<file path="config.mk">
export PLATFORM = sky130hd
export DESIGN_NAME = adc_scan_oversample_averager
export DESIGN_NICKNAME = d
export VERILOG_FILES = /design/src/hw/rtl/asv_pkg.sv /design/src/hw/rtl/asv_core.sv /design/src/hw/rtl/adc_scan_oversample_averager.sv
export SDC_FILE = /design/constraint.sdc
export NUM_CORES = 1
export LEC_CHECK = 0
export BUFFER_PORTS_ARGS = -buffer_cell sky130_fd_sc_hd__buf_2
export CAP_MARGIN = 20
export CORE_ASPECT_RATIO = 0.75
export CORE_MARGIN = 10
export CORE_UTILIZATION = 53
export DETAILED_ROUTE_END_ITERATION = 7
export GPL_TIMING_DRIVEN = 0
export PLACE_DENSITY = 0.76
export SETUP_SLACK_MARGIN = 0.2
export SLEW_MARGIN = 10
export SYNTH_ARGS = -nofsm -noshare
export SYNTH_HDL_FRONTEND = slang
export SYNTH_SLANG_ARGS = --single-unit
</file>
<file path="constraint.sdc">
create_clock -name clk -period 2.4 [get_ports clk]
set_clock_uncertainty 0.1 [all_clocks]
set_input_delay 0.48 -clock clk [delete_from_list [all_inputs] [get_ports clk]]
set_output_delay 0.48 -clock clk [all_outputs]
set_load 0.02 [all_outputs]
</file>
<file path="src/hw/rtl/asv_pkg.sv">
package asv_pkg;

	// Oversampling and scan list size
	localparam int SAMPLES  = 5;
	localparam int CHANNELS = 4;

	localparam int SLOTS    = 4;
	localparam int SLOT_W   = 2;
	localparam int CHAN_W   = 5;
	localparam int SMP_W    = 10;
	localparam int AVG_W    = 10;
	localparam int CNT_W    = $clog2(SAMPLES);
	localparam int SUM_W    = $clog2((SAMPLES - 1) * 1023 + 1);

	// Exact divide by SAMPLES-1 for any SUM_W-bit sum:
	// q = (sum * REC_M) >> REC_SH, REC_M = ceil(2^REC_SH / DIV)
	localparam int DIV      = SAMPLES - 1;
	localparam int DIV_SH   = $clog2(DIV);
	localparam int REC_SH   = SUM_W + DIV_SH;
	localparam int REC_W    = REC_SH + 1;
	localparam int PROD_W   = SUM_W + REC_W;
	localparam logic [REC_W-1:0] REC_M = REC_W'(((1 << REC_SH) + DIV - 1) / DIV);

	localparam logic [CNT_W-1:0]  CNT_LAST  = CNT_W'(SAMPLES - 1);
	localparam logic [SLOT_W-1:0] SLOT_LAST = SLOT_W'(CHANNELS - 1);

	// Configuration register indexes
	localparam logic [SLOT_W-1:0] REG_SLOT0 = 2'd0;
	localparam logic [SLOT_W-1:0] REG_SLOT1 = 2'd1;
	localparam logic [SLOT_W-1:0] REG_SLOT2 = 2'd2;
	localparam logic [SLOT_W-1:0] REG_SLOT3 = 2'd3;

	typedef enum logic [1:0] {
		OP_CONV  = 2'd0,
		OP_START = 2'd1,
		OP_READ  = 2'd2
	} op_e;

	typedef logic [SLOTS-1:0][CHAN_W-1:0] chan_tbl_t;

	typedef struct packed {
		logic [1:0]        opcode;
		logic [SMP_W-1:0]  sample;
		logic [SLOT_W-1:0] read_slot;
	} item_t;

	typedef struct packed {
		logic              average_valid;
		logic [CHAN_W-1:0] average_channel;
		logic [AVG_W-1:0]  average_value;
		logic              scan_complete;
		logic [CHAN_W-1:0] channel_select;
		logic [AVG_W-1:0]  read_value;
	} result_t;

endpackage

</file>
<file path="src/hw/rtl/asv_core.sv">
module asv_core (
	input  logic              clk,
	input  logic              arst_n,
	input  logic              fire,
	input  asv_pkg::item_t    item,
	input  asv_pkg::chan_tbl_t slot_chan,
	output asv_pkg::result_t  result
);

	logic [asv_pkg::CNT_W-1:0]  count_q;
	logic [asv_pkg::SLOT_W-1:0] slot_q;
	logic [asv_pkg::SUM_W-1:0]  sum_q;
	logic                       done_q;
	logic [asv_pkg::SLOTS-1:0][asv_pkg::AVG_W-1:0] store_q;

	logic [asv_pkg::CNT_W-1:0]  count_d;
	logic [asv_pkg::SLOT_W-1:0] slot_d;
	logic [asv_pkg::SUM_W-1:0]  sum_d;
	logic                       done_d;
	logic                       store_we;
	logic [asv_pkg::SUM_W-1:0]  sum_add;
	logic [asv_pkg::PROD_W-1:0] prod;
	logic [asv_pkg::AVG_W-1:0]  avg;
	logic                       last_smp;

	// the first sample of a slot is discarded
	assign sum_add  = (count_q != '0) ? sum_q + asv_pkg::SUM_W'(item.sample) : sum_q;
	assign last_smp = (count_q == asv_pkg::CNT_LAST);
	assign prod     = asv_pkg::PROD_W'(sum_add) * asv_pkg::PROD_W'(asv_pkg::REC_M);
	assign avg      = prod[asv_pkg::REC_SH +: asv_pkg::AVG_W];

	always_comb begin
		count_d  = count_q;
		slot_d   = slot_q;
		sum_d    = sum_q;
		done_d   = done_q;
		store_we = 1'b0;
		result   = '0;
		unique case (item.opcode)
			asv_pkg::OP_CONV: begin
				if (last_smp) begin
					store_we               = 1'b1;
					result.average_valid   = 1'b1;
					result.average_channel = slot_chan[slot_q];
					result.average_value   = avg;
					count_d                = '0;
					sum_d                  = '0;
					if (slot_q == asv_pkg::SLOT_LAST) begin
						slot_d = '0;
						done_d = 1'b1;
					end else begin
						slot_d = slot_q + 1'b1;
					end
				end else begin
					count_d = count_q + 1'b1;
					sum_d   = sum_add;
				end
			end
			asv_pkg::OP_START: begin
				done_d = 1'b0;
			end
			asv_pkg::OP_READ: begin
				result.read_value = store_q[item.read_slot];
			end
			default: begin
			end
		endcase
		result.scan_complete  = done_d;
		result.channel_select = slot_chan[slot_d];
	end

	always_ff @(posedge clk or negedge arst_n) begin
		if (!arst_n) begin
			count_q <= '0;
			slot_q  <= '0;
			sum_q   <= '0;
			done_q  <= 1'b0;
			store_q <= '0;
		end else if (fire) begin
			count_q <= count_d;
			slot_q  <= slot_d;
			sum_q   <= sum_d;
			done_q  <= done_d;
			if (store_we) begin
				store_q[slot_q] <= avg;
			end
		end
	end

endmodule

</file>
<file path="src/hw/rtl/adc_scan_oversample_averager.sv">
// Channel    Signals                               Direction
// request    in_valid/in_ready: opcode, sample,    in
//            read_slot
// result     out_valid/out_ready: average_*,       out
//            scan_complete, channel_select, read_value
// config     cfg_wr_en, cfg_index, cfg_data        in, write only
//
// One request per cycle sustained while out_ready is high; each request sees
// input register -> update logic (accumulate, reciprocal multiply for the
// average) -> result register. Reset clears scan position, partial sum,
// done flag, stored averages and loads slot channels 20..23. A stalled
// result holds in the result register while one more request waits in the
// input register.
module adc_scan_oversample_averager (
	input  logic                         clk,
	input  logic                         arst_n,

	input  logic                         in_valid,
	output logic                         in_ready,
	input  logic [1:0]                   opcode,
	input  logic [asv_pkg::SMP_W-1:0]    sample,
	input  logic [asv_pkg::SLOT_W-1:0]   read_slot,

	output logic                         out_valid,
	input  logic                         out_ready,
	output logic                         average_valid,
	output logic [asv_pkg::CHAN_W-1:0]   average_channel,
	output logic [asv_pkg::AVG_W-1:0]    average_value,
	output logic                         scan_complete,
	output logic [asv_pkg::CHAN_W-1:0]   channel_select,
	output logic [asv_pkg::AVG_W-1:0]    read_value,

	input  logic                         cfg_wr_en,
	input  logic [asv_pkg::SLOT_W-1:0]   cfg_index,
	input  logic [asv_pkg::CHAN_W-1:0]   cfg_data
);

	logic               valid_s1;
	asv_pkg::item_t     item_s1;
	logic               valid_s2;
	asv_pkg::result_t   result_s2;
	asv_pkg::result_t   result_d;
	asv_pkg::chan_tbl_t chan_q;
	logic               advance;
	logic               fire;

	assign advance  = !valid_s2 || out_ready;
	assign fire     = valid_s1 && advance;
	assign in_ready = !valid_s1 || advance;

	always_ff @(posedge clk or negedge arst_n) begin
		if (!arst_n) begin
			valid_s1 <= 1'b0;
		end else if (in_ready) begin
			valid_s1 <= in_valid;
		end
	end

	always_ff @(posedge clk) begin
		if (in_ready && in_valid) begin
			item_s1.opcode    <= opcode;
			item_s1.sample    <= sample;
			item_s1.read_slot <= read_slot;
		end
	end

	always_ff @(posedge clk or negedge arst_n) begin
		if (!arst_n) begin
			valid_s2 <= 1'b0;
		end else if (advance) begin
			valid_s2 <= valid_s1;
		end
	end

	always_ff @(posedge clk) begin
		if (fire) begin
			result_s2 <= result_d;
		end
	end

	always_ff @(posedge clk or negedge arst_n) begin
		if (!arst_n) begin
			chan_q[asv_pkg::REG_SLOT0] <= 5'd20;
			chan_q[asv_pkg::REG_SLOT1] <= 5'd21;
			chan_q[asv_pkg::REG_SLOT2] <= 5'd22;
			chan_q[asv_pkg::REG_SLOT3] <= 5'd23;
		end else if (cfg_wr_en) begin
			chan_q[cfg_index] <= cfg_data;
		end
	end

	asv_core u_core (
		.clk       (clk),
		.arst_n    (arst_n),
		.fire      (fire),
		.item      (item_s1),
		.slot_chan (chan_q),
		.result    (result_d)
	);

	assign out_valid       = valid_s2;
	assign average_valid   = result_s2.average_valid;
	assign average_channel = result_s2.average_channel;
	assign average_value   = result_s2.average_value;
	assign scan_complete   = result_s2.scan_complete;
	assign channel_select  = result_s2.channel_select;
	assign read_value      = result_s2.read_value;

endmodule
</file>
Word level (Yosys, flattened, before mapping)
Index checks and enable logic that the tools add are counted.
Widths: inputs -> output; s select.
Cells by class
  $add $sub $neg: 3
  $lt $le $gt $ge: 6
  eq/ne operators: 4
  multiplexer cells: 24
  reductions and logical operators: 15
Operators with widths (count)
  $bwmux 40: 1
  $mux 12: 2
  $bmux 10 s2: 1
  $bmux 5 s2: 2
  $bwmux 20: 1
  $demux 10 s2: 1
  $mux 10: 2
  $mux 16: 1
  $mux 5: 3
  $add 12x10->12: 1
  $lt 2x3->1 const B: 4
  $demux 5 s2: 1
  $mux 2: 3
  $reduce_and 2->1: 3
  $eq 2x2->1 const B: 2
  $ge 2x1->1 const B: 2
  $logic_and 1x1->1: 4
  $mux 1: 4
  $add 3x1->3 const B: 1
  $eq 3x3->1 const B: 1
  $mux 3: 1
  $reduce_and 3->1: 1
  $reduce_bool 3->1: 1
  $add 2x1->2 const B: 1
  6 further kinds: 8
Storage, ports and cells
  register bits after elaboration: 126
  input bits: 26
  output and inout port bits: 34
  logic and storage cells: 76

Depth between registers and ports, before layout
  depth in word-level cells: 6
  mapped depth: 10
  mapped depth without buffers: 8

Hierarchy
Synthesis repeated with hierarchy kept, for this count alone.
Second synthesis, totals
  cell total of the unflattened synthesis: 489
  area, all modules: 6133.4 µm²
By module, submodules not included
  asv_core: times used 1, cells each 391, area an instance 3883.7 µm², sequential area each 1451.4 µm²
  adc_scan_oversample_averager: times used 1, cells each 98, area an instance 2249.7 µm², sequential area each 1946.9 µm²

Worst setup path after synthesis
No wires, ideal clock.
  path kind: flip-flop to flip-flop
  start: register item_s1[2] in the netlist's numbering
  end: register result_s2 (netlist bit average_value[4]), data pin
  setup time: 0.134 ns
  arrival time: 2.073 ns
  required time: 2.166 ns
  slack: 0.093 ns
  stages on the path, launching flop included: 8
  buffers on the path: 0
  clock period less this slack: 2.307 ns
  cell sequence: edfxtp_1 ha_1 fa_1 a211oi_2 o21bai_1 a21oi_2 mux2i_1 and4_1
Between the ends
  longest elaborated chain between the ends: 2
Ends and longest elaborated chain
  start, declared: line adc_scan_oversample_averager.sv:39  | asv_pkg::item_t item_s1;
  $add 12x10->12: line asv_core.sv:27  | assign sum_add = (count_q != '0) ? sum_q + asv_pkg::SUM_W'(item.sample) : sum_q;
  $mux 12: line asv_core.sv:27
  end signal, assigned: line adc_scan_oversample_averager.sv:77  | result_s2 <= result_d;
  end, declared: line adc_scan_oversample_averager.sv:41  | asv_pkg::result_t result_s2;
No other way between the ends. The select of a mux whose other input is x is not followed.
A chain may end at the register's enable or synchronous reset.

Final worst setup path
  start: register item_s1[2] in the netlist's numbering
  end: register result_s2 (netlist bit average_value[6]), data pin
Same word-level chain as after synthesis.

==> impl_metrics.toml <==
[sta]
finalHoldViolations = 0
finalSetupViolCount = 2
fin_ws_ns = -0.00867
finalCritPeriodShare_pct = 100
grt_setup_unrepaired = "yes"
drv_slew = 0
finalSetupTns_ns = -0.0133
fin_crit_ns = 2.41
tightest_slew_ns = 0.930
relSlewSlack_pct = 37.8
max_freq_mhz = 415

[grt]
antenna_found_initial = 1
grt_pass1_wl_um = 23400
grt_pass1_vias = 4550
track_usage_pct = 18.5
grt_max_degree = 68
overflow = 0

[yosys]
synthArstFlopShare_pct = 63.5
syn_avg_cell_area_um2 = 12.4
synth_cells = 488
ys_warn_count = 0
synth_edf_count = 46
synth_nets = 531
synth_seq_cells = 126
mappedNetlistArea_um2 = 6060
post-synth-top-area-cell = "dfrtp_1"
yosysSeqAreaShare_pct = 56.1
synthDistinctLibCells = 58
synth_top_area_share_pct = 28.1
synth_area_leaders = "dfrtp_1 28%, edfxtp_1 23%, mux4_2 5.6%, dfstp_2 5.2%, mux2_2 4.8%"
ys.flop_type = "dfrtp_1"

[cts]
cts_sinks = 126
htreeDepth = 4
tritoncts = "done"
cts_buffer_depth = 2
clock_latency_ns = 0.43
root_buffer = "clkbuf_16"
clk_pin_slew_worst_paths_ns = 0.06
cts_buffers = 17

[floorplan]
dieArea_um2 = 16200
pin_count = 60
rows = 33
fp.dieH_um = 113
start_util_pct = 54.8
core_area_um2 = 11100
die_w_um = 143

[routing]
via_per_inst = 6.01
ant_nets = 0
drt_iter0_drc = 425
routed_wl_um = 15300
firstDrtPassIters = 5
post_drt_wl_per_cell_um = 20.7
route.detailed.drc = 0
vias = 4444

[setup_path]
cp_max_fo = 3
ff2ff_path_depth = 8
critical_path.max_stage_delay_ns = 0.42
worstSetupStartpointType = "flop"
required_ns = 2.45
path_class = "reg -> reg"
path_cells = "ha_4 -> fa_2 -> a211oi_4 -> buf_4 -> o21ai_2 -> a31oi_2 -> xnor2_2 -> a21oi_1"
cp-end-kind = "flop"
r2r_setup_slack_ns = -0.009
cpMaxStageDelayCell = "edfxtp_1"
crit_arrival_ns = 2.46
worstReg2RegStart = "item_s1[2]"
timing.rr.end = "average_value[6]"

[min_path]
hold_class = "in -> reg"
holdPathStages = 1
worstHoldEndpoint = "item_s1[3]"
min_from = "sample[1]"

[pwr]
powerDensity_nw_per_um2 = 1180
peakVddDrop_mv = 0.687
total_power_uw = 9110
p_leak_uw = 0.00331

[cells_and_area]
finalNonFillerCells = 739
diodes = 0
area_delta_synth_final_pct = 27.9
nFillCells = 750
nNetsFinal = 629
multi_input_area_um2 = 2900
drive_gt1_share_pct = 39.4
regArea_um2 = 3400

[placement]
portBuffers = 59
place_congestion = 0.896
dp_hpwl_um = 9520
placedCellCount = 688

[job]
drv_cap = 0

[run_status]
outcome = "complete, but fails checks"
violations = "negative setup slack"
layer usage:
layer  vias to the layer above  routed length [um]  global-route usage (%)
met5                         -                   9                       0
met1                      2219                6410                    23.5
met4                         2                 301                    7.40
li1                       2000                   -                       -
met3                        32                1100                    5.14
met2                       191                7510                    29.4
worst max-delay path, delay by kind of cell (launching register included):
| family | cells | cell delay, ns |
|---|---|---|
| AOI/OAI and AO/OA | 4 | 0.65 |
| xor gates and xnor gates | 1 | 0.21 |
| adders and majority gates | 2 | 0.55 |
| buffers and inverters | 1 | 0.19 |
| DFF | 1 | 0.42 |
kinds of logic after synthesis:
group	count (synthesis)	synth area share [%]
AND/OR/NAND/NOR	143	12.1
flip-flops	126	56.1
AO/OA/AOI/OAI	101	10.9
multiplexers	64	14.2
buffers and inverters	33	2.46
adder cells (fa/ha/maj)	17	3.63
XOR/XNOR	4	0.578
stage by stage:
step / worst slack [ns] / utilization, % / area, um^2 / hold slack, ns
4_1_cts: -0.0334 / 67.1 / 7420 / 0.119
3_5_place_dp: -0.399 / 59.3 / 6570 / 0.249
6_report: -0.00867 / 70.1 / 7750 / 0.128
3_3_place_gp: -0.328 / 59.1 / 6540 / 0.357
5_1_grt: -0.0661 / 70.1 / 7750 / 0.119
2_1_floorplan: 0.153 / - / 6060 / 0.0844
timing repair:
action | in CTS | in global routing
resized for setup | 36 | 61
pin swaps | 21 | 37
setup endpoints to repair | 52 | 65
cloned | 0 | 1
hold buffers | 1 | 0
hold endpoints to repair | 10 | 0
buffers inserted | 7 | 10
sequential cells by signal, indices dropped and copies added, names as in the netlist:
| signal | flops |
|---|---|
| average_valid | 1 |
| valid_s1 | 1 |
| out_valid | 1 |
| u_core.sum_q | 12 |
| u_core.store_q | 40 |
| chan_q | 20 |
| u_core.count_q | 3 |
| average_value | 10 |
| channel_select | 5 |
| item_s1 | 14 |
| scan_complete | 1 |
| u_core.slot_q | 2 |
| u_core.done_q | 1 |
| average_channel | 5 |
| read_value | 10 |
cells in the final DEF, fill, tap and decap left out, types with 8 or more instances in the layout:
cell,n
inv_1,10
o21ai_2,8
buf_4,13
buf_6,8
buf_2,64
and2_1,8
nand2_1,41
mux4_2,15
a21oi_2,8
a21oi_1,8
edfxtp_1,46
nor2b_1,11
dfstp_2,12
clkbuf_1,11
o21ai_1,10
nand3_1,8
nor2_1,39
mux2_2,26
mux2i_1,22
dfrtp_1,68
clkbuf_16,17
o21ai_0,21
how the worst max path moves through the flow:
stage,start,end,slack [ns],depth (start not counted)
2_1_floorplan,item_s1[2],average_value[4],0.15,7
3_3_place_gp,item_s1[2],average_value[4],-0.33,7
3_5_place_dp,item_s1[2],average_value[4],-0.40,7
4_1_cts,item_s1[2],average_value[4],-0.03,7
5_1_grt,u_core.sum_q[0],average_value[6],-0.07,8
6_report,item_s1[2],average_value[6],-0.009,8
power breakdown:
| part | internal, uW | total, uW | switching [uW] | leakage, uW |
|---|---|---|---|---|
| Clock | 1690 | 2650 | 961 | 0.000290 |
| Combinational | 1530 | 3560 | 2030 | 0.00154 |
| Sequential | 2620 | 2900 | 285 | 0.00147 |
| Total | 5840 | 9110 | 3280 | 0.00331 |
cell type report:
type | instances | area share [%]
plain buffers | 22 | 1.66
clock buffers | 22 | 5.99
clock inverters | 10 | 1.78
inverters | 11 | 0.549
multi-input cells | 329 | 37.5
flip-flops and latches | 126 | 43.8
well taps | 140 | 2.26
repair buffers | 79 | 6.47
cells in the mapped netlist, types with 4 or more instances:
master and instances:
o211ai_1 6, edfxtp_1 46, mux2_2 26, nor2b_1 11, dfstp_2 12, nand2b_1 7
o21ai_1 4, mux2i_1 23, xnor2_1 4, dfrtp_1 68, nand2_1 42, mux4_2 15
and3_1 5, nand3_1 10, clkbuf_1 12, inv_1 10, a21oi_1 17, and2_1 8
a31oi_1 9, buf_2 7, ha_1 16, nor2_1 39, o21ai_0 37
(Power assumes the default switching activity.)
